## config.mk

```make
export PLATFORM = sky130hd
export DESIGN_NAME = piecewise_linear_contrast_stretch
export DESIGN_NICKNAME = d
export VERILOG_FILES = /design/src/sv/plcs_pkg.sv /design/src/sv/piecewise_linear_contrast_stretch.sv /design/src/sv/plcs_coef.sv /design/src/sv/plcs_lane.sv
export SDC_FILE = /design/constraint.sdc
export NUM_CORES = 2
export LEC_CHECK = 0
export BUFFER_PORTS_ARGS = -buffer_cell sky130_fd_sc_hd__buf_2
export CAP_MARGIN = 20
export CELL_PAD_IN_SITES_DETAIL_PLACEMENT = 2
export CELL_PAD_IN_SITES_GLOBAL_PLACEMENT = 2
export CORE_MARGIN = 2
export CORE_UTILIZATION = 45
export DETAILED_ROUTE_END_ITERATION = 10
export HOLD_SLACK_MARGIN = 0.1
export PLACE_DENSITY_LB_ADDON = 0.1
export SYNTH_ARGS = -nofsm -noshare
export SYNTH_HDL_FRONTEND = slang
export SYNTH_HIERARCHICAL = 1
export SYNTH_SLANG_ARGS = --single-unit
```

## constraint.sdc

```tcl
create_clock -name aclk -period 22.5 [get_ports aclk]
set_clock_uncertainty 0.2 [all_clocks]
set_input_delay 4.5 -clock aclk [delete_from_list [all_inputs] [get_ports aclk]]
set_output_delay 4.5 -clock aclk [all_outputs]
set_load 0.02 [all_outputs]
```

## src/sv/plcs_pkg.sv

```systemverilog
package plcs_pkg;

    localparam int SAMPLE_W  = 8;
    localparam int NUM_LANES = 3;
    localparam int TDATA_W   = NUM_LANES * SAMPLE_W;

    localparam int PADDR_W   = 5;
    localparam int PDATA_W   = 32;
    localparam int REG_IDX_W = 3;

    localparam logic [REG_IDX_W-1:0] REG_KNEE_IN_LOW   = 3'd0;
    localparam logic [REG_IDX_W-1:0] REG_KNEE_OUT_LOW  = 3'd1;
    localparam logic [REG_IDX_W-1:0] REG_KNEE_IN_HIGH  = 3'd2;
    localparam logic [REG_IDX_W-1:0] REG_KNEE_OUT_HIGH = 3'd3;
    localparam logic [REG_IDX_W-1:0] REG_COLOUR_MODE   = 3'd4;

    localparam logic [SAMPLE_W-1:0] KNEE_IN_LOW_RST   = 8'd64;
    localparam logic [SAMPLE_W-1:0] KNEE_OUT_LOW_RST  = 8'd64;
    localparam logic [SAMPLE_W-1:0] KNEE_IN_HIGH_RST  = 8'd192;
    localparam logic [SAMPLE_W-1:0] KNEE_OUT_HIGH_RST = 8'd192;
    localparam logic                COLOUR_MODE_RST   = 1'b1;

    localparam logic [SAMPLE_W-1:0] FULL_SCALE = 8'd255;

    // segments of the transfer curve
    localparam int SEG_CNT = 3;
    localparam logic [1:0] SEG_LOW  = 2'd0;
    localparam logic [1:0] SEG_MID  = 2'd1;
    localparam logic [1:0] SEG_HIGH = 2'd2;

    // reciprocal of twice the span, scaled by 2**RECIP_K
    localparam int RECIP_K = 26;
    localparam int RECIP_W = 26;
    localparam int DVD_W   = RECIP_K + 1;
    localparam int CNT_W   = 5;
    localparam int DIV_W   = SAMPLE_W + 1;
    localparam int NUM_W   = 17;
    localparam int RISE_W  = SAMPLE_W + 1;
    localparam int PROD_W  = NUM_W + RECIP_W;
    localparam int Q_W     = SAMPLE_W + 1;

    typedef struct packed {
        logic signed [RISE_W-1:0] rise;
        logic [NUM_W-1:0]         offset;
        logic [RECIP_W-1:0]       recip;
    } plcs_seg_t;

    typedef struct packed {
        logic [SAMPLE_W-1:0]        r1;
        logic [SAMPLE_W-1:0]        r2;
        plcs_seg_t [SEG_CNT-1:0]    seg;
    } plcs_coef_t;

    typedef struct packed {
        logic en_a;
        logic en_b;
    } plcs_ctrl_t;

endpackage

```

## src/sv/piecewise_linear_contrast_stretch.sv

```systemverilog
// Three-segment contrast stretch of a pixel stream: each 8-bit component goes through the
// curve (0,0)-(r1,s1)-(r2,s2)-(255,255), rounded half up, with three lanes working on the
// three components side by side. One pixel is taken and one is delivered every clock while the
// divider is idle and m_tready is high; an accepted request passes valid_a_reg and valid_b_reg
// before m_tvalid_reg raises m_tvalid. The segment reciprocals come from a shared bit-serial
// divider: after reset and after every register write, s_tready stays low while it works out
// the three segments in turn. In grey mode (colour_mode 0) only component zero is mapped and
// the others pass unchanged.
module piecewise_linear_contrast_stretch (
    input  logic                         aclk,
    input  logic                         aresetn,
    input  logic                         s_tvalid,
    output logic                         s_tready,
    input  logic [plcs_pkg::TDATA_W-1:0] s_tdata,   // sample_0, sample_1, sample_2
    output logic                         m_tvalid,
    input  logic                         m_tready,
    output logic [plcs_pkg::TDATA_W-1:0] m_tdata,   // mapped_0, mapped_1, mapped_2
    input  logic                         psel,
    input  logic                         penable,
    input  logic                         pwrite,
    input  logic [plcs_pkg::PADDR_W-1:0] paddr,
    input  logic [plcs_pkg::PDATA_W-1:0] pwdata,
    output logic [plcs_pkg::PDATA_W-1:0] prdata,
    output logic                         pready
);
    import plcs_pkg::*;

    logic [SAMPLE_W-1:0]  knee_in_low_reg;
    logic [SAMPLE_W-1:0]  knee_out_low_reg;
    logic [SAMPLE_W-1:0]  knee_in_high_reg;
    logic [SAMPLE_W-1:0]  knee_out_high_reg;
    logic                 colour_mode_reg;

    logic                 cfg_wr;
    logic [REG_IDX_W-1:0] reg_idx;

    plcs_coef_t           coef;
    logic                 busy;
    plcs_ctrl_t           ctrl;

    logic [SAMPLE_W-1:0]  lane_mapped [NUM_LANES];
    logic [SAMPLE_W-1:0]  lane_raw    [NUM_LANES];

    logic                 valid_a_reg;
    logic                 valid_b_reg;
    logic                 m_tvalid_reg;
    logic [TDATA_W-1:0]   m_tdata_reg;
    logic [TDATA_W-1:0]   m_tdata_next;
    logic                 ready_out;
    logic                 ready_b;
    logic                 ready_a;

    assign pready  = 1'b1;
    assign cfg_wr  = psel && penable && pwrite && pready;
    assign reg_idx = paddr[PADDR_W-1:2];

    always_ff @(posedge aclk) begin
        if (!aresetn) begin
            knee_in_low_reg   <= KNEE_IN_LOW_RST;
            knee_out_low_reg  <= KNEE_OUT_LOW_RST;
            knee_in_high_reg  <= KNEE_IN_HIGH_RST;
            knee_out_high_reg <= KNEE_OUT_HIGH_RST;
            colour_mode_reg   <= COLOUR_MODE_RST;
        end else if (cfg_wr) begin
            unique case (reg_idx)
                REG_KNEE_IN_LOW:   knee_in_low_reg   <= pwdata[SAMPLE_W-1:0];
                REG_KNEE_OUT_LOW:  knee_out_low_reg  <= pwdata[SAMPLE_W-1:0];
                REG_KNEE_IN_HIGH:  knee_in_high_reg  <= pwdata[SAMPLE_W-1:0];
                REG_KNEE_OUT_HIGH: knee_out_high_reg <= pwdata[SAMPLE_W-1:0];
                REG_COLOUR_MODE:   colour_mode_reg   <= pwdata[0];
                default: ;
            endcase
        end
    end

    always_comb begin
        unique case (reg_idx)
            REG_KNEE_IN_LOW:   prdata = PDATA_W'(knee_in_low_reg);
            REG_KNEE_OUT_LOW:  prdata = PDATA_W'(knee_out_low_reg);
            REG_KNEE_IN_HIGH:  prdata = PDATA_W'(knee_in_high_reg);
            REG_KNEE_OUT_HIGH: prdata = PDATA_W'(knee_out_high_reg);
            REG_COLOUR_MODE:   prdata = PDATA_W'(colour_mode_reg);
            default:           prdata = '0;
        endcase
    end

    plcs_coef u_coef (
        .aclk          (aclk),
        .aresetn       (aresetn),
        .restart       (cfg_wr),
        .knee_in_low   (knee_in_low_reg),
        .knee_out_low  (knee_out_low_reg),
        .knee_in_high  (knee_in_high_reg),
        .knee_out_high (knee_out_high_reg),
        .coef          (coef),
        .busy          (busy)
    );

    assign ready_out = !m_tvalid_reg || m_tready;
    assign ready_b   = !valid_b_reg || ready_out;
    assign ready_a   = !valid_a_reg || ready_b;
    assign s_tready  = !busy && ready_a;
    assign ctrl.en_a = ready_a;
    assign ctrl.en_b = ready_b;

    for (genvar g = 0; g < NUM_LANES; g++) begin : g_lane
        plcs_lane u_lane (
            .aclk       (aclk),
            .ctrl       (ctrl),
            .coef       (coef),
            .sample     (s_tdata[g*SAMPLE_W +: SAMPLE_W]),
            .mapped     (lane_mapped[g]),
            .sample_dly (lane_raw[g])
        );
    end

    // merge lanes, grey mode passes components one and two through
    always_comb begin
        m_tdata_next[SAMPLE_W-1:0] = lane_mapped[0];
        for (int i = 1; i < NUM_LANES; i++) begin
            m_tdata_next[i*SAMPLE_W +: SAMPLE_W] = colour_mode_reg ? lane_mapped[i]
                                                                   : lane_raw[i];
        end
    end

    always_ff @(posedge aclk) begin
        if (!aresetn) begin
            valid_a_reg  <= 1'b0;
            valid_b_reg  <= 1'b0;
            m_tvalid_reg <= 1'b0;
        end else begin
            if (ready_a) begin
                valid_a_reg <= s_tvalid && s_tready;
            end
            if (ready_b) begin
                valid_b_reg <= valid_a_reg;
            end
            if (ready_out) begin
                m_tvalid_reg <= valid_b_reg;
            end
        end
    end

    always_ff @(posedge aclk) begin
        if (ready_out) begin
            m_tdata_reg <= m_tdata_next;
        end
    end

    assign m_tvalid = m_tvalid_reg;
    assign m_tdata  = m_tdata_reg;

endmodule

```

## src/sv/plcs_coef.sv

```systemverilog
module plcs_coef (
    input  logic                          aclk,
    input  logic                          aresetn,
    input  logic                          restart,
    input  logic [plcs_pkg::SAMPLE_W-1:0] knee_in_low,
    input  logic [plcs_pkg::SAMPLE_W-1:0] knee_out_low,
    input  logic [plcs_pkg::SAMPLE_W-1:0] knee_in_high,
    input  logic [plcs_pkg::SAMPLE_W-1:0] knee_out_high,
    output plcs_pkg::plcs_coef_t          coef,
    output logic                          busy
);
    import plcs_pkg::*;

    logic                        busy_reg;
    logic [1:0]                  seg_idx_reg;
    logic [CNT_W-1:0]            bit_reg;
    logic [DIV_W-1:0]            rem_reg;
    logic [RECIP_W-1:0]          quo_reg;
    plcs_seg_t [SEG_CNT-1:0]     segs_reg;

    logic [SAMPLE_W-1:0]         span;
    logic [SAMPLE_W-1:0]         base;
    logic signed [RISE_W-1:0]    rise;
    logic [2*SAMPLE_W-1:0]       base_span;
    logic [NUM_W-1:0]            offset_next;
    logic [DIV_W-1:0]            divisor;
    logic [DVD_W-1:0]            dividend;
    logic [DIV_W:0]              trial;
    logic                        fits;
    logic [DIV_W-1:0]            rem_next;
    logic [RECIP_W-1:0]          quo_next;
    logic                        seg_done;

    always_comb begin
        unique case (seg_idx_reg)
            SEG_LOW: begin
                span = knee_in_low;
                base = '0;
                rise = $signed({1'b0, knee_out_low});
            end
            SEG_MID: begin
                span = knee_in_high - knee_in_low;
                base = knee_out_low;
                rise = $signed({1'b0, knee_out_high}) - $signed({1'b0, knee_out_low});
            end
            SEG_HIGH: begin
                span = FULL_SCALE - knee_in_high;
                base = knee_out_high;
                rise = $signed({1'b0, FULL_SCALE}) - $signed({1'b0, knee_out_high});
            end
            default: begin
                span = '0;
                base = '0;
                rise = '0;
            end
        endcase
    end

    assign base_span   = base * span;
    assign offset_next = {base_span, 1'b0} + NUM_W'(span);
    assign divisor     = {span, 1'b0};
    // ceiling of 2**k over the divisor
    assign dividend    = {1'b1, {RECIP_K{1'b0}}} + DVD_W'(divisor) - DVD_W'(1);
    assign trial       = {rem_reg, dividend[bit_reg]};
    assign fits        = trial >= {1'b0, divisor};
    assign rem_next    = fits ? DIV_W'(trial - {1'b0, divisor}) : DIV_W'(trial);
    assign quo_next    = {quo_reg[RECIP_W-2:0], fits};
    assign seg_done    = busy_reg && !restart && (bit_reg == '0);

    always_ff @(posedge aclk) begin
        if (!aresetn) begin
            busy_reg    <= 1'b1;
            seg_idx_reg <= SEG_LOW;
            bit_reg     <= CNT_W'(DVD_W - 1);
            rem_reg     <= '0;
        end else if (restart) begin
            busy_reg    <= 1'b1;
            seg_idx_reg <= SEG_LOW;
            bit_reg     <= CNT_W'(DVD_W - 1);
            rem_reg     <= '0;
        end else if (busy_reg) begin
            if (bit_reg == '0) begin
                rem_reg <= '0;
                bit_reg <= CNT_W'(DVD_W - 1);
                if (seg_idx_reg == SEG_HIGH) begin
                    busy_reg <= 1'b0;
                end else begin
                    seg_idx_reg <= seg_idx_reg + 2'd1;
                end
            end else begin
                rem_reg <= rem_next;
                bit_reg <= bit_reg - CNT_W'(1);
            end
        end
    end

    always_ff @(posedge aclk) begin
        quo_reg <= quo_next;
        if (seg_done) begin
            segs_reg[seg_idx_reg] <= '{rise: rise, offset: offset_next, recip: quo_next};
        end
    end

    assign coef.r1  = knee_in_low;
    assign coef.r2  = knee_in_high;
    assign coef.seg = segs_reg;
    assign busy     = busy_reg;

endmodule

```

## src/sv/plcs_lane.sv

```systemverilog
module plcs_lane (
    input  logic                          aclk,
    input  plcs_pkg::plcs_ctrl_t          ctrl,
    input  plcs_pkg::plcs_coef_t          coef,
    input  logic [plcs_pkg::SAMPLE_W-1:0] sample,
    output logic [plcs_pkg::SAMPLE_W-1:0] mapped,
    output logic [plcs_pkg::SAMPLE_W-1:0] sample_dly
);
    import plcs_pkg::*;

    plcs_seg_t                 sel;
    logic [SAMPLE_W-1:0]       run;
    logic signed [2*RISE_W-1:0] prod;
    logic [NUM_W-1:0]          num_next;
    logic                      zero_next;

    logic [NUM_W-1:0]          num_reg;
    logic [RECIP_W-1:0]        recip_reg;
    logic                      zero_a_reg;
    logic [SAMPLE_W-1:0]       x_a_reg;

    logic [PROD_W-1:0]         full;
    logic [Q_W-1:0]            q_reg;
    logic                      zero_b_reg;
    logic [SAMPLE_W-1:0]       x_b_reg;

    always_comb begin
        priority if (sample <= coef.r1) begin
            sel = coef.seg[SEG_LOW];
            run = sample;
        end else if (sample <= coef.r2) begin
            sel = coef.seg[SEG_MID];
            run = sample - coef.r1;
        end else begin
            sel = coef.seg[SEG_HIGH];
            run = sample - coef.r2;
        end
    end

    // zero first knee at a zero sample
    assign zero_next = (coef.r1 == '0) && (sample == '0);
    assign prod      = sel.rise * $signed({1'b0, run});
    assign num_next  = sel.offset + {prod[NUM_W-2:0], 1'b0};

    always_ff @(posedge aclk) begin
        if (ctrl.en_a) begin
            num_reg    <= num_next;
            recip_reg  <= sel.recip;
            zero_a_reg <= zero_next;
            x_a_reg    <= sample;
        end
    end

    assign full = num_reg * recip_reg;

    always_ff @(posedge aclk) begin
        if (ctrl.en_b) begin
            q_reg      <= full[RECIP_K+Q_W-1:RECIP_K];
            zero_b_reg <= zero_a_reg;
            x_b_reg    <= x_a_reg;
        end
    end

    always_comb begin
        priority if (zero_b_reg) begin
            mapped = '0;
        end else if (q_reg[Q_W-1]) begin
            mapped = FULL_SCALE;
        end else begin
            mapped = q_reg[SAMPLE_W-1:0];
        end
    end

    assign sample_dly = x_b_reg;

endmodule

```

* Yosys cells after proc, flatten, opt, wreduce, memory -nomap -nowiden
Cells that the tools add are included.
** Word-level totals
- Register bits after elaboration :: 452
- Latch bits :: 0
- Bits in writable memories :: 0
- ROM bits :: 0
- Input port bits :: 68
- Output and inout bits :: 59
- Word-level logic and storage cells :: 153
- Memories :: 0
** Operators by class
- Add/subtract/negate cells :: 19
- $mul :: 7
- Div/mod/pow operators :: 0
- Order comparisons :: 10
- Equality and inequality tests :: 6
- Shifts and indexed selects :: 0
- Muxes and demuxes :: 34
- Bitwise logic cells :: 2
- Reduce and logical (&&, ||, !) cells :: 32
** Operators with widths (number)
- 52-bit 2-to-1 mux :: 7
- 156-bit bitwise mux :: 1
- 17-bit by 26-bit multiplier with 35-bit output :: 3
- 52-bit demux with 2-bit select :: 1
- 8-bit 2-to-1 mux :: 13
- 8-bit subtractor :: 7
- 17-bit adder :: 3
- 8-bit <= comparator :: 6
- 9-bit by 9-bit multiplier with 16-bit output :: 3
- 8-bit one-hot mux with 5 select lines :: 1
- 8-bit logical NOT :: 4
- 27-bit by 9-bit adder with 27-bit output (first input constant) :: 1
- 9-bit one-hot mux with 3 select lines :: 1
- 27-bit by 1-bit subtractor with 27-bit output (second input constant) :: 1
- 8-bit one-hot mux with 3 select lines :: 1
- 9-bit 2-to-1 mux :: 2
- 17-bit by 8-bit adder with 17-bit output :: 1
- 8-bit by 8-bit multiplier with 16-bit output :: 1
- 8-bit one-hot mux with 2 select lines :: 1
- 10-bit by 9-bit >= comparator with 1-bit output :: 1
- 1-bit logical AND :: 10
- 2-bit AND reduction :: 5
- 8-bit by 8-bit subtractor with 9-bit output :: 1
- 8-bit by 8-bit subtractor with 9-bit output (first input constant) :: 1
- other kinds (23) :: 34

* Logic depth before layout (Yosys ltp)
- Word-level depth :: 9
- Depth in mapped cells :: 39
- Gate-level depth less buffers :: 37

* Hierarchy
The synthesis kept the hierarchy.
** Modules (own cells, without submodules)
- plcs_lane at g_lane[1].u_lane :: times used 1, cells each 2105, area each 18980.7 um^2, sequential area each 2102.0 um^2
- plcs_lane at g_lane[0].u_lane :: times used 1, cells each 2105, area each 18973.2 um^2, sequential area each 2102.0 um^2
- plcs_lane at g_lane[2].u_lane :: times used 1, cells each 2095, area each 18919.4 um^2, sequential area each 2102.0 um^2
- plcs_coef :: times used 1, cells each 879, area each 10402.5 um^2, sequential area each 5525.3 um^2
- piecewise_linear_contrast_stretch :: times used 1, cells each 238, area each 2851.5 um^2, sequential area each 1441.4 um^2

* Worst setup path after synthesis
OpenSTA, ideal clock, no wires.
- Path type :: input port to flip-flop
- Start :: in s_tdata[16] (netlist bit)
- End :: reg g_lane[2].u_lane.num_reg[16] (data pin)
- Setup time :: 268 ps
- Arrival :: 11699 ps
- Setup slack :: 10333 ps
- Stages on the path :: 34
- Path buffers :: 3
- Cell sequence :: inv_1 ha_1 inv_1 fa_1 a211oi_2 nor2_1 o311a_1 o31ai_4 buf_2 buf_2 buf_1 a21o_1 nand2_1 fa_1 inv_1 ha_1 ha_1 inv_1 fa_1 inv_1 ha_1 inv_1 fa_1 nor2b_1 o21ai_0 a21boi_0 nor2_1 ha_1 and4_1 a2111oi_0 o2bb2ai_1 o21a_1 o21ai_0 xnor3_1
** Between the ends
- Cells in the longest elaborated chain, start to end :: 5
- Elaborated cells on any way between the ends :: 10
** RTL lines
- start: declaration :: line piecewise_linear_contrast_stretch.sv:14 : input logic [plcs_pkg::TDATA_W-1:0] s_tdata,
- 8-bit subtractor (tied with other cells) :: line plcs_lane.sv:36 : run = sample - coef.r2;
- 8-bit 2-to-1 mux or 52-bit 2-to-1 mux (tied branches) :: line plcs_lane.sv:31 : end else if (sample <= coef.r2) begin
- 8-bit 2-to-1 mux or 52-bit 2-to-1 mux (tied branches) :: line plcs_lane.sv:28 : priority if (sample <= coef.r1) begin
- 9-bit by 9-bit multiplier with 16-bit output :: line plcs_lane.sv:42 : assign prod = sel.rise * $signed({1'b0, run});
- 17-bit adder (*) :: line plcs_lane.sv:43 : assign num_next = sel.offset + {prod[NUM_W-2:0], 1'b0};
- net g_lane[2].u_lane.num_next[16] :: line plcs_lane.sv:14 : logic [NUM_W-1:0] num_next;
- end signal: assignment :: line plcs_lane.sv:47 : num_reg <= num_next;
- end: declaration :: line plcs_lane.sv:17 : logic [NUM_W-1:0] num_reg;
The timed path passes the listed nets; every way through them passes the cells marked *.
A chain may end at the register's enable or synchronous reset.

* Worst setup path in the final report
Ends and elaborated chain as after synthesis.

==> out/summary.md <==
Compared with the post-synthesis result, the final layout area differs by 5.724%. The longest clock path from root to sink contains 3 buffers. The clock net in this run drives a total of 452 sinks. The placed wire-length estimate after detailed placement is 178.6 mm, and the portion of the clock cycle consumed by the worst path in the final layout is 0.5818. TritonCTS built the clock tree. Dividing the detail-routed wire length by the instance count gives 24.84 um. Number of standard cells after synthesis: 7406. The run finished with clean final reports.

The die boundary height was 397.4 um. By startpoint and endpoint, the worst setup path is classified as in2reg. In this run, post-CTS hold repair placed 0 buffers. Counting tap cells, the placed design contains a total of 9290 instances. At the end of the flow, the number of nets in the layout was 9077. In this run the worst hold path is classified as reg2reg.

The later pin in the worst-skew pair is clocked with a latency of 0.66 ns. The average via count per standard cell was 5.514. The largest individual stage delay along the critical path comes from the cell mux2i_1. The final layout contains routed wiring with a total length of 233.2 mm. The share of cells above drive strength 1 came out at 0.04669. Number of H-tree levels: 2. Once detail routing completed, the nets flagged for antenna violations numbered 0.

Entering global routing, the biggest net connects 69 pins. The tools report the last weighted congestion value of the routability-driven placer as 0.8514. The register with the most flip-flops in the layout has 156 of them. The startpoint type of the worst setup path is an input port. In this run, CTS created clock tree buffers numbering 53.

The first global-routing pass estimated 363.2 mm of wire. On the worst path, the slowest cell contributes a delay of 0.84 ns. For this run, the detailed router's first-pass iteration total came to 7. The sum of negative setup slack is 0 ns. The tools report the area of the placeable core as 153900 um^2. The worst endpoint data arrival time came out at 13.26 ns. The transition time of the tightest slew-check pin is 1.252 ns. The logs give 0.4526 for the initial standard-cell utilization of the core and 0 for the number of buffers inserted to repair setup after CTS. For the worst setup path, the data required time is 22.67 ns. Once the clock tree was built, the resizer swapped 0 gates to a different size. The count of cells in the finished layout, fillers not included, comes to 9391. The die covers 157900 um^2.

The count of endpoints failing hold in the final timing report came out at 0. The endpoint kind of the worst setup timing path is a register. Per-instance average area after synthesis: 9.404 um^2.

The tree is rooted in a clkbuf_16. Of all nets on the critical path, the largest fanout is 64. The total global-route track usage is 0.3009, and the total of warnings raised by yosys is 6. Subtracting the final worst setup slack from the clock period gives 13.09 ns. The number of antenna violations at the first check in global routing was 5. For the number of DRC markers in iteration 0, the log shows 2565.

The max-slew headroom at the worst pin was 0.1652. Buffers placed on the I/O ports in this run total 75. In this run the count of I/O pins placed on the die edge is 127.

The tools report the count of pins over their slew limit as 0. After global routing the overflow that remains totals 0. The maximum clock rate was 76.40 MHz; the netlist area before placement was 69650 um^2. The number of setup violations in the final report came out at 0. Setup repair after global routing left no endpoint under its margin. Final-layout worst hold slack: 0.1719 ns. The CTS clock-pin slew for the worst setup and hold paths came out at 0.06 ns. The count of standard-cell rows was 144. Max-cap violations in this run came to 0. The detailed router placed 51780 vias in this run. Measured along the x axis, the die boundary spans 397.4 um. The number of global-route vias before repair was 61320; the remaining routing DRC violations was 0.
cell type report:
type                       count  area [um^2]
antenna                        1        2.502
clock buffer                  75         1543
clock inverter                24        225.2
fill                       16480        80230
inverter                    1511         5677
multi-input combinational   5119        49750
sequential                   452        12790
tap                         2044         2557
timing repair buffer         165         1091
worst max-delay path: cells and delay by family:
family,cells,cell delay [ns]
AO/OA/AOI/OAI,10,2.44
XOR/XNOR,1,0.46
adder cells (fa/ha/maj),8,3.33
buffers and inverters,7,1.05
multiplexers,1,0.84
AND/OR/NAND/NOR,4,0.59
per-layer routing:
metal | vias up | GRT usage | routed length, um
met4 | 2 | 0.09632 | 7871
li1 | 22590 | - | -
met2 | 1098 | 0.5498 | 121500
met1 | 27710 | 0.3747 | 95360
met3 | 379 | 0.02490 | 8544
met5 | - | 0 | 13
final timing paths:
check | startpoint | to | slack, ns | cells after the start
worst max-delay path | s_tdata[16] | g_lane[2].u_lane/num_reg[16] | 9.41 | 31
worst min-delay path | u_coef/quo_reg[20] | u_coef/quo_reg[21] | 0.17 | 0
worst max register to register | knee_in_low_reg[0] | g_lane[2].u_lane/num_reg[16] | 12.54 | 29
worst min register to register | u_coef/quo_reg[20] | u_coef/quo_reg[21] | 0.17 | 0
per-stage QoR:
stage | cell area, um^2 | util | worst slack, ns
2_1_floorplan | 69730 | - | 10.33
4_1_cts | 73600 | 0.4784 | 9.411
5_1_grt | 73630 | 0.4785 | 8.749
6_report | 73630 | 0.4785 | 9.411
3_3_place_gp | 71810 | 0.4667 | 9.185
3_5_place_dp | 71840 | 0.4669 | 8.753
cell usage in the layout, fill, tap and decap left out, types with 22 or more instances in the layout:
cell	n
buf_2	75
conb_1	25
a21oi_1	194
nor3_1	37
nor2_1	431
clkbuf_16	56
and2_1	418
mux2_2	24
edfxtp_1	374
inv_1	1507
buf_4	88
mux2i_1	206
xnor2_1	165
nand2_1	1111
a211oi_1	22
ha_1	500
o21a_1	36
a21o_1	58
o21ai_0	142
xor2_1	50
nand3_1	55
nand4_1	26
fa_1	1207
dfxtp_1	78
nor2b_1	36
nand2b_1	39
o21ai_1	32
Power is left out: the tool's default activity adds up to more than one toggle a clock period on the data nets, which glitch-free logic cannot reach.
